[src/rtl/core/msp_pkg.sv]
// Package for the modular sum-product expression unit.
// Holds field widths, chain lengths and the reset modulus. No dependencies.
`timescale 1ns / 1ps

package msp_pkg;

   localparam int OP_W          = 64;
   localparam int RES_W         = 31;
   localparam int DIV1_W        = OP_W - 1;
   localparam int PROD_W        = 2 * RES_W;
   localparam int OPERAND_LANES = 4;
   localparam int PRODUCT_LANES = 3;

   typedef logic [RES_W-1:0] residue_type;

   localparam residue_type RESET_MODULUS = 31'd1000000007;

endpackage

[src/rtl/core/msp_cell.sv]
// One remainder cell: takes one dividend bit per lane into a running residue mod m.
// Depends on msp_pkg.
`timescale 1ns / 1ps

module msp_cell #(
   parameter int LANES = msp_pkg::OPERAND_LANES,
   parameter int DIV_W = msp_pkg::DIV1_W
) (
   input  logic                                        clock,
   input  logic                                        reset,
   input  logic                                        advance,
   input  msp_pkg::residue_type                        modulus,
   input  logic                                        up_valid,
   input  logic [LANES-1:0][msp_pkg::RES_W-1:0]        up_rem,
   input  logic [LANES-1:0][DIV_W-1:0]                 up_div,
   output logic                                        dn_valid,
   output logic [LANES-1:0][msp_pkg::RES_W-1:0]        dn_rem,
   output logic [LANES-1:0][DIV_W-1:0]                 dn_div
);

   logic                                 valid_ff;
   logic [LANES-1:0][msp_pkg::RES_W-1:0] rem_ff, rem_in;
   logic [LANES-1:0][DIV_W-1:0]          div_ff, div_in;
   logic [LANES-1:0][msp_pkg::RES_W:0]   trial;

   always_comb begin
      for (int i = 0; i < LANES; i++) begin
         trial[i] = {up_rem[i], up_div[i][DIV_W-1]};
         if (trial[i] >= {1'b0, modulus}) begin
            rem_in[i] = msp_pkg::RES_W'(trial[i] - {1'b0, modulus});
         end else begin
            rem_in[i] = trial[i][msp_pkg::RES_W-1:0];
         end
         div_in[i] = {up_div[i][DIV_W-2:0], 1'b0};
      end
   end

   always_ff @(posedge clock) begin
      if (reset) begin
         valid_ff <= 1'b0;
      end else if (advance) begin
         valid_ff <= up_valid;
      end
   end

   always_ff @(posedge clock) begin
      if (advance) begin
         rem_ff <= rem_in;
         div_ff <= div_in;
      end
   end

   assign dn_valid = valid_ff;
   assign dn_rem   = rem_ff;
   assign dn_div   = div_ff;

endmodule

[config.mk]
export PLATFORM = sky130hd
export DESIGN_NAME = msp_cell
export DESIGN_NICKNAME = d
export VERILOG_FILES = /design/src/rtl/core/msp_pkg.sv /design/src/rtl/core/msp_cell.sv
export SDC_FILE = /design/constraint.sdc
export NUM_CORES = 1
export LEC_CHECK = 0
export BUFFER_PORTS_ARGS = -buffer_cell sky130_fd_sc_hd__buf_2
export CAP_MARGIN = 40
export CELL_PAD_IN_SITES_DETAIL_PLACEMENT = 1
export CELL_PAD_IN_SITES_GLOBAL_PLACEMENT = 1
export CORE_AREA = 3 3 303 305
export DETAILED_ROUTE_END_ITERATION = 7
export DIE_AREA = 0 0 306 308
export PLACE_DENSITY_LB_ADDON = 0.1
export SETUP_SLACK_MARGIN = 0.2
export SYNTH_ARGS = -nofsm -noshare
export SYNTH_HDL_FRONTEND = slang
export SYNTH_SLANG_ARGS = --single-unit
[constraint.sdc]
create_clock -name clock -period 10.6 [get_ports clock]
set_input_delay 3.18 -clock clock [delete_from_list [all_inputs] [get_ports clock]]
set_output_delay 3.18 -clock clock [all_outputs]
set_load 0.005 [all_outputs]
==> reports/qor.tcl, run 1 <==
set qor(clkLatencyLatePin_ns) 0.59
set qor(final_core_utilization_pct) 29.4
set qor(die_w_um) 306
set qor(row_count) 110
set qor(synth-edff-count) 372
set qor(asyncSetResetFlopFracSynth_pct) 0
set qor(grt_max_degree) 159
set qor(grt-ovfl-total) 0
set qor(p_per_area_nw_per_um2) 170
set qor(lkg_pwr_nw) 11.5
set qor(achievable-frequency_ghz) 0.151
set qor(synth_top_flop_cell) {sky130_fd_sc_hd__edfxtp_1}
set qor(design.final.nets) 2875
set qor(critical_path_class) {in2reg}
set qor(seq_power_share_pct) 41.7
set qor(clock_power_share_pct) 36.9
set qor(dr.pass1.iters) 4
set qor(dpl.hpwl_um) 73800
set qor(maxSlewViolCount) 0
set qor(antenna_violations_before_repair) 60
set qor(cp_data_arrival_time_ns) 6.95
set qor(end_kind) {flip-flop}
set qor(period_needed_ns) 6.61
set qor(cts_buffer_count) 48
set qor(synth_cell_types) 77
set qor(worst-endpoint-required_ns) 10.94
set qor(clkSinkCount) 373
set qor(first_global_vias) 17000
set qor(netSwitchingFraction_pct) 28.8
set qor(io_buf_count) 783
set qor(maxCapViolations) 0
set qor(grt_pass1_wl_um) 122000
set qor(root_buffer) {sky130_fd_sc_hd__clkbuf_16}
set qor(ctsLongestPathBuffers) 3
set qor(drive_above_1_share_pct) 39.9
set qor(yosys_warnings) 0
set qor(floorplan.io_pins) 788
set qor(net-switching-power_mw) 1.29
set qor(clk_transition_reported_paths_ns) 0.06
set qor(max_fo_critical_path) 46
set qor(report.power.total_mw) 4.48
set qor(worst-slew-pin-transition_ns) 1.12
set qor(netlist_area_sq_um) 19400
set qor(ys_seq_elements) 373
set qor(coreArea_sq_um) 89600
set qor(grt_setup_unrepaired) {false}
set qor(htree_num_levels) 2
set qor(hold_bufs_inserted_after_cts) 0
set qor(final_cells) 3566
set qor(tns_ns) 0
set qor(wire_per_inst_um) 24.8
set qor(design.die.area_sq_um) 94200
set qor(vdd.ir_drop.worst_mv) 0.103
set qor(run_status) {completed}
set qor(setup_viol) 0
set qor(syn-mean-instance-area_sq_um) 12.7
set qor(dominant_cell_type_by_area_after_synthesis) {sky130_fd_sc_hd__edfxtp_1}
set qor(synth_top_area_share_pct) 57.5
set qor(start_util_pct) 21.7
set qor(p_int_mw) 3.19
set qor(final-hold-violation-count) 0
set qor(gp_congestion) 0.822
set qor(relSlewSlack_pct) 25.0
set qor(final_antenna_net_count) 0
set qor(synth.cells.most_frequent) {sky130_fd_sc_hd__edfxtp_1, sky130_fd_sc_hd__a21oi_1, sky130_fd_sc_hd__ha_1, sky130_fd_sc_hd__nand2_1, sky130_fd_sc_hd__nor2_1}
set qor(cts_setup_buffers) 0
set qor(seq_area_frac_synth_pct) 57.6
set qor(pwr-share-comb_pct) 21.5
set qor(post_synth_inst_count) 1535
set qor(yosys-top-cells-area) {sky130_fd_sc_hd__edfxtp_1, sky130_fd_sc_hd__ha_1, sky130_fd_sc_hd__a21oi_1}
set qor(overall_global_routing_usage_pct) 17.9
set qor(dr.first_iter.drc_count) 641
set qor(tritoncts) {done}
set qor(die-height_um) 308
set qor(cts.repair.resized) 0
set qor(numPlacedInstances) 3462
set qor(area_growth_syn_to_layout_pct) 35.4
set qor(timing.final.crit_share_pct) 62.3
set qor(detail_route.drc_violations) 0
set qor(hold_path.class) {reg2reg}
set qor(startpoint_type) {input port}
set qor(viasPerCell) 4.47
set qor(skew_ns) 0
set qor(fin_hold_ws_ns) 0.491
set qor(postRouteWirelength_um) 88400
set qor(vias) 15900
set qor(synthMostInstantiatedCell) {sky130_fd_sc_hd__edfxtp_1}
## logic make-up after synthesis
kind of cell	Yosys count	share of synthesized area, %
simple gates	338	8.44
buf+inv	102	2.27
mux	78	5.00
other cells	1	0.0193
compound gates	420	14.0
fa+ha+maj	128	8.40
flops	373	57.6
xor+xnor	95	4.28
## metrics by stage
step	worst slack, ns	cell area [sq um]
global route	3.72	26300
detailed placement	3.27	24700
global placement	3.31	24700
CTS	3.92	26300
floorplan	4.73	19400
finish	3.99	26300
## metal layers
metal  global-route usage (%)  vias up  routed length, um
met5                        0        -                 75
met4                     6.17       12               2720
met3                     5.87      178               6670
met2                     32.9      524              46000
met1                     19.2     7756              33000
li1                         -     7475                  -
## registers in the layout (all words and copies together), names as in the netlist
name / count
dn_valid: 1
dn_rem: 124
dn_div: 248
## cells in the final DEF (no fill, tap or decap), types with 14 or more instances in the layout
cell,instances
sky130_fd_sc_hd__a21o_1,79
sky130_fd_sc_hd__a21oi_1,129
sky130_fd_sc_hd__a31oi_1,14
sky130_fd_sc_hd__and3_1,24
sky130_fd_sc_hd__buf_2,782
sky130_fd_sc_hd__clkbuf_1,14
sky130_fd_sc_hd__clkbuf_16,49
sky130_fd_sc_hd__diode_2,16
sky130_fd_sc_hd__edfxtp_1,372
sky130_fd_sc_hd__ha_1,124
sky130_fd_sc_hd__inv_1,61
sky130_fd_sc_hd__mux2_2,42
sky130_fd_sc_hd__mux2_4,27
sky130_fd_sc_hd__nand2_1,104
sky130_fd_sc_hd__nand3_1,26
sky130_fd_sc_hd__nand4_1,16
sky130_fd_sc_hd__nor2_1,82
sky130_fd_sc_hd__nor2b_1,16
sky130_fd_sc_hd__nor3_1,18
sky130_fd_sc_hd__o21a_1,18
sky130_fd_sc_hd__o21ai_0,75
sky130_fd_sc_hd__o31ai_1,14
sky130_fd_sc_hd__xnor2_1,54
sky130_fd_sc_hd__xor2_1,41
## worst paths after layout
| kind | from | slack (ns) | to | cells after the start |
|---|---|---|---|---|
| setup / recovery | modulus[8] | 3.99 | dn_rem[97]$_DFFE_PP_ | 12 |
| hold reg to reg | dn_valid$_SDFFE_PP0P_ | 0.49 | dn_valid$_SDFFE_PP0P_ | 2 |
| setup reg to reg | dn_valid$_SDFFE_PP0P_ | 10.02 | dn_valid$_SDFFE_PP0P_ | 2 |
| hold / removal | dn_valid$_SDFFE_PP0P_ | 0.49 | dn_valid$_SDFFE_PP0P_ | 2 |
## power by group through the flow
stage               combinational [mW]  sequential [mW]  clock, mW
detailed placement               0.977             1.90          0
CTS                              0.982             1.87       1.72
finish                           0.961             1.87       1.65
global route                      1.07             1.88       1.77
global placement                 0.974             1.90          0
floorplan                        0.467             1.91          0
## layout make-up
cell class / count / area (sq um)
clock inverters: 25 / 275
flip-flops and latches: 373 / 11200
repair buffers: 789 / 4000
clock buffers: 63 / 1280
well taps: 1176 / 1470
multi-input cells: 1063 / 7820
inverters: 61 / 229
fillers: 10200 / 63300
diodes: 16 / 40.0
## worst max-delay path, cell delays in order
cell and delay (ns):
sky130_fd_sc_hd__buf_2 0.10, sky130_fd_sc_hd__inv_1 0.38, sky130_fd_sc_hd__ha_1 0.39, sky130_fd_sc_hd__nand2_1 0.11
sky130_fd_sc_hd__o21ai_0 0.09, sky130_fd_sc_hd__o41ai_1 0.69, sky130_fd_sc_hd__a31oi_1 0.20, sky130_fd_sc_hd__o311ai_0 0.50
sky130_fd_sc_hd__nand3_1 0.21, sky130_fd_sc_hd__o31ai_4 0.20, sky130_fd_sc_hd__buf_4 0.47, sky130_fd_sc_hd__mux2_1 0.38
No activity file was read; power rests on OpenSTA's default activity.
==> inputs of run 2 (changes only) <==
- CORE_AREA: 3 3 303 305 -> 3 3 307 309
- DIE_AREA: 0 0 306 308 -> 0 0 310 312
- clock period: 10.6 -> 5.5 ns (I/O delays scaled with it)
==> run 2 against run 1 <==
Net effect: die area increased by 2.6%; utilization decreased by 0.30 points; hold slack improved by 0.010 ns; sequential power increased by 92%; final cell count increased by 1.2%; clock skew unchanged; flip-flop and latch count unchanged; power increased by 98%; global-route usage decreased by 0.18 points; first-iteration DRC count increased by 20%; critical path type unchanged.
==> reports/qor.tcl, run 2 (synthesized netlist as in run 1, its figures left out) <==
set qor(fin_hold_ws_ns) 0.501 ;# +0.0102 ns
set qor(dpl.hpwl_um) 75500 ;# +2.2%
set qor(timing.hold.worst.start) {dn_valid$_SDFFE_PP0P_}
set qor(io_buf_count) 783 ;# unchanged
set qor(lkg_pwr_nw) 11.7 ;# +1.4%
set qor(rr_startpoint) {dn_valid$_SDFFE_PP0P_}
set qor(period_needed_ns) 4.36
set qor(overall_global_routing_usage_pct) 17.7 ;# -0.18 points
set qor(grt_setup_unrepaired) {false}
set qor(dr.first_iter.drc_count) 766 ;# +20%
set qor(grt_pass1_wl_um) 124000 ;# +1.4%
set qor(clk_transition_reported_paths_ns) 0.06 ;# about the same
set qor(worst_r2r_endpoint) {dn_valid$_SDFFE_PP0P_}
set qor(tns_ns) 0 ;# unchanged
set qor(achievable-frequency_ghz) 0.229
set qor(final-hold-violation-count) 0 ;# unchanged
set qor(critical-path-top-cell-by-count) {sky130_fd_sc_hd__a21oi_1}
set qor(worst-slew-pin-transition_ns) 0.779 ;# -0.346 ns
set qor(antenna_violations_before_repair) 68 ;# +13%
set qor(run_status) {completed}
set qor(hold_path.class) {reg2reg}
set qor(final_cells) 3608 ;# +1.2%
set qor(timing.final.crit_share_pct) 79.2
set qor(end_kind) {flip-flop}
set qor(skew_ns) 0 ;# unchanged
set qor(mostFrequentLayoutCell) {sky130_fd_sc_hd__buf_2}
set qor(hold-path-endpoint) {dn_valid$_SDFFE_PP0P_}
set qor(coreArea_sq_um) 91700 ;# +2.3%
set qor(setup_viol) 0 ;# unchanged
set qor(critical_path_slowest_stage_cell) {sky130_fd_sc_hd__a311oi_1}
set qor(grt-ovfl-total) 0 ;# unchanged
set qor(cts_setup_buffers) 0 ;# unchanged
set qor(ctsLongestPathBuffers) 3 ;# unchanged
set qor(pre_cts_ws_ns) 0.467 ;# -2.80 ns
set qor(fillers) 10300 ;# +1.8%
set qor(hold_bufs_inserted_after_cts) 0 ;# unchanged
set qor(row_count) 111 ;# +0.91%
set qor(viasPerCell) 4.41 ;# -1.4%
set qor(finalInstanceArea_sq_um) 26600 ;# +1.3%
set qor(worst-r2r-cell-count) 2 ;# unchanged
set qor(postLayoutSetupSlackWorst_ns) 1.14 ;# -2.85 ns
set qor(first_global_vias) 17200 ;# +0.88%
set qor(crit_chain) {buf_2, inv_1, ha_1, a21o_1, a21oi_1, a21bo_2, o31ai_2, a21oi_1, a311oi_1, a21oi_1, xor2_1, mux2_2}
set qor(maxCapViolations) 0 ;# unchanged
set qor(start_util_pct) 21.2 ;# -0.49 points
set qor(area_taken_by_multi_input_logic_gates_sq_um) 7820 ;# unchanged
set qor(vdd.ir_drop.worst_mv) 0.265 ;# +160%
set qor(cts.repair.resized) 0 ;# unchanged
set qor(final_antenna_net_count) 0 ;# unchanged
set qor(die-height_um) 312 ;# +1.3%
set qor(numPlacedInstances) 3487 ;# +0.72%
set qor(dr.pass1.iters) 4 ;# unchanged
set qor(gp_congestion) 0.798 ;# -2.9%
set qor(tritoncts) {done}
set qor(maxSlewViolCount) 0 ;# unchanged
set qor(floorplan.io_pins) 788 ;# unchanged
set qor(area_growth_syn_to_layout_pct) 37.1
set qor(root_buffer) {sky130_fd_sc_hd__clkbuf_16}
set qor(layout.cells.most_common_list) {sky130_fd_sc_hd__buf_2, sky130_fd_sc_hd__edfxtp_1, sky130_fd_sc_hd__a21oi_1}
set qor(p_per_area_nw_per_um2) 332 ;# +95%
set qor(die_w_um) 310 ;# +1.3%
set qor(cts_buffer_count) 50 ;# +4.2%
set qor(design.final.nets) 2892 ;# +0.59%
set qor(drive_above_1_share_pct) 40.6 ;# +0.67 points
set qor(htree_num_levels) 2 ;# unchanged
set qor(grt_max_degree) 93 ;# -42%
set qor(startpoint_type) {input port}
set qor(critical_path_class) {in2reg}
set qor(max_fo_critical_path) 5 ;# -89%
set qor(largest_register_ffs) 248 ;# unchanged
set qor(sequential_cell_area_sq_um) 11200 ;# unchanged
set qor(wire_per_inst_um) 24.8 ;# -0.15%
set qor(worst-endpoint-required_ns) 5.84 ;# -5.10 ns
set qor(vias) 15900 ;# -0.24%
set qor(clkSinkCount) 373 ;# unchanged
set qor(relSlewSlack_pct) 47.7 ;# +23 points
set qor(detail_route.drc_violations) 0 ;# unchanged
set qor(design.die.area_sq_um) 96700 ;# +2.6%
set qor(max_stage_delay_ns) 0.45 ;# -0.24 ns
set qor(clkLatencyLatePin_ns) 0.61 ;# +0.02 ns
set qor(hold-path-cell-count) 2 ;# unchanged
set qor(post_dp_cell_area_sq_um) 24900 ;# +0.59%
set qor(postRouteWirelength_um) 89400 ;# +1.0%
set qor(r2r_slack_ns) 4.92 ;# -5.10 ns
set qor(cp_data_arrival_time_ns) 4.70 ;# -2.25 ns
## run 2: changes by cell type in the layout (fill, tap and decap cells not counted), moves of 2 or more
cell / before / now
sky130_fd_sc_hd__buf_4: 4 / 17
sky130_fd_sc_hd__bufinv_16: 4 / 7
sky130_fd_sc_hd__clkbuf_1: 14 / 5
sky130_fd_sc_hd__clkbuf_16: 49 / 51
sky130_fd_sc_hd__clkinv_1: 6 / 11
sky130_fd_sc_hd__clkinv_16: 0 / 2
sky130_fd_sc_hd__clkinv_2: 4 / 11
sky130_fd_sc_hd__clkinv_4: 4 / 1
sky130_fd_sc_hd__diode_2: 16 / 28
sky130_fd_sc_hd__inv_16: 2 / 0
## run 2: worst max-delay path, delay by kind of cell
| family | cells | cell delay, ns |
|---|---|---|
| AO/OA/AOI/OAI | 7 | 1.97 |
| adder cells (fa/ha/maj) | 1 | 0.33 |
| buffers and inverters | 2 | 0.31 |
| multiplexers | 1 | 0.26 |
| XOR/XNOR | 1 | 0.16 |
## run 2: worst max-delay path by stage
stage,to,cells after the start,start
floorplan,dn_rem[57]$_DFFE_PP_,12,up_div[125]
global placement,dn_rem[97]$_DFFE_PP_,13,modulus[2]
detailed placement,dn_rem[91]$_DFFE_PP_,12,modulus[10]
CTS,dn_rem[91]$_DFFE_PP_,12,modulus[10]
global route,dn_rem[60]$_DFFE_PP_,12,modulus[1]
finish,dn_rem[91]$_DFFE_PP_,12,modulus[10]
## run 2: cell type report
type	instances	area share (%)
Antenna cell	28	0.263
Clock buffer	56	4.86
Clock inverter	37	1.55
Inverter	61	0.860
Multi-Input combinational cell	1063	29.4
Sequential cell	373	42.0
Tap cell	1186	5.57
Timing Repair Buffer	804	15.5
## run 2: where the power goes
part	total, mW	switching (mW)	internal (mW)
Sequential	3.59	0.0829	3.50
Combinational	1.88	1.06	0.816
Clock	3.38	1.35	2.03
Total	8.85	2.50	6.35
## run 2: layer usage
layer | vias to the layer above | GRT usage (%) | wire, um
li1 | 7526 | - | -
met1 | 7694 | 18.5 | 32500
met2 | 516 | 34.1 | 47700
met3 | 156 | 5.61 | 6940
met4 | 14 | 4.09 | 2100
met5 | - | 0 | 93
## run 2: metrics by stage
step / utilization (%) / total power, mW
6_report: 29.1 / 8.85
5_1_grt: 29.0 / 9.33
4_1_cts: 29.0 / 9.04
3_5_place_dp: 27.1 / 5.56
3_3_place_gp: 27.1 / 5.55
2_1_floorplan: - / 4.58
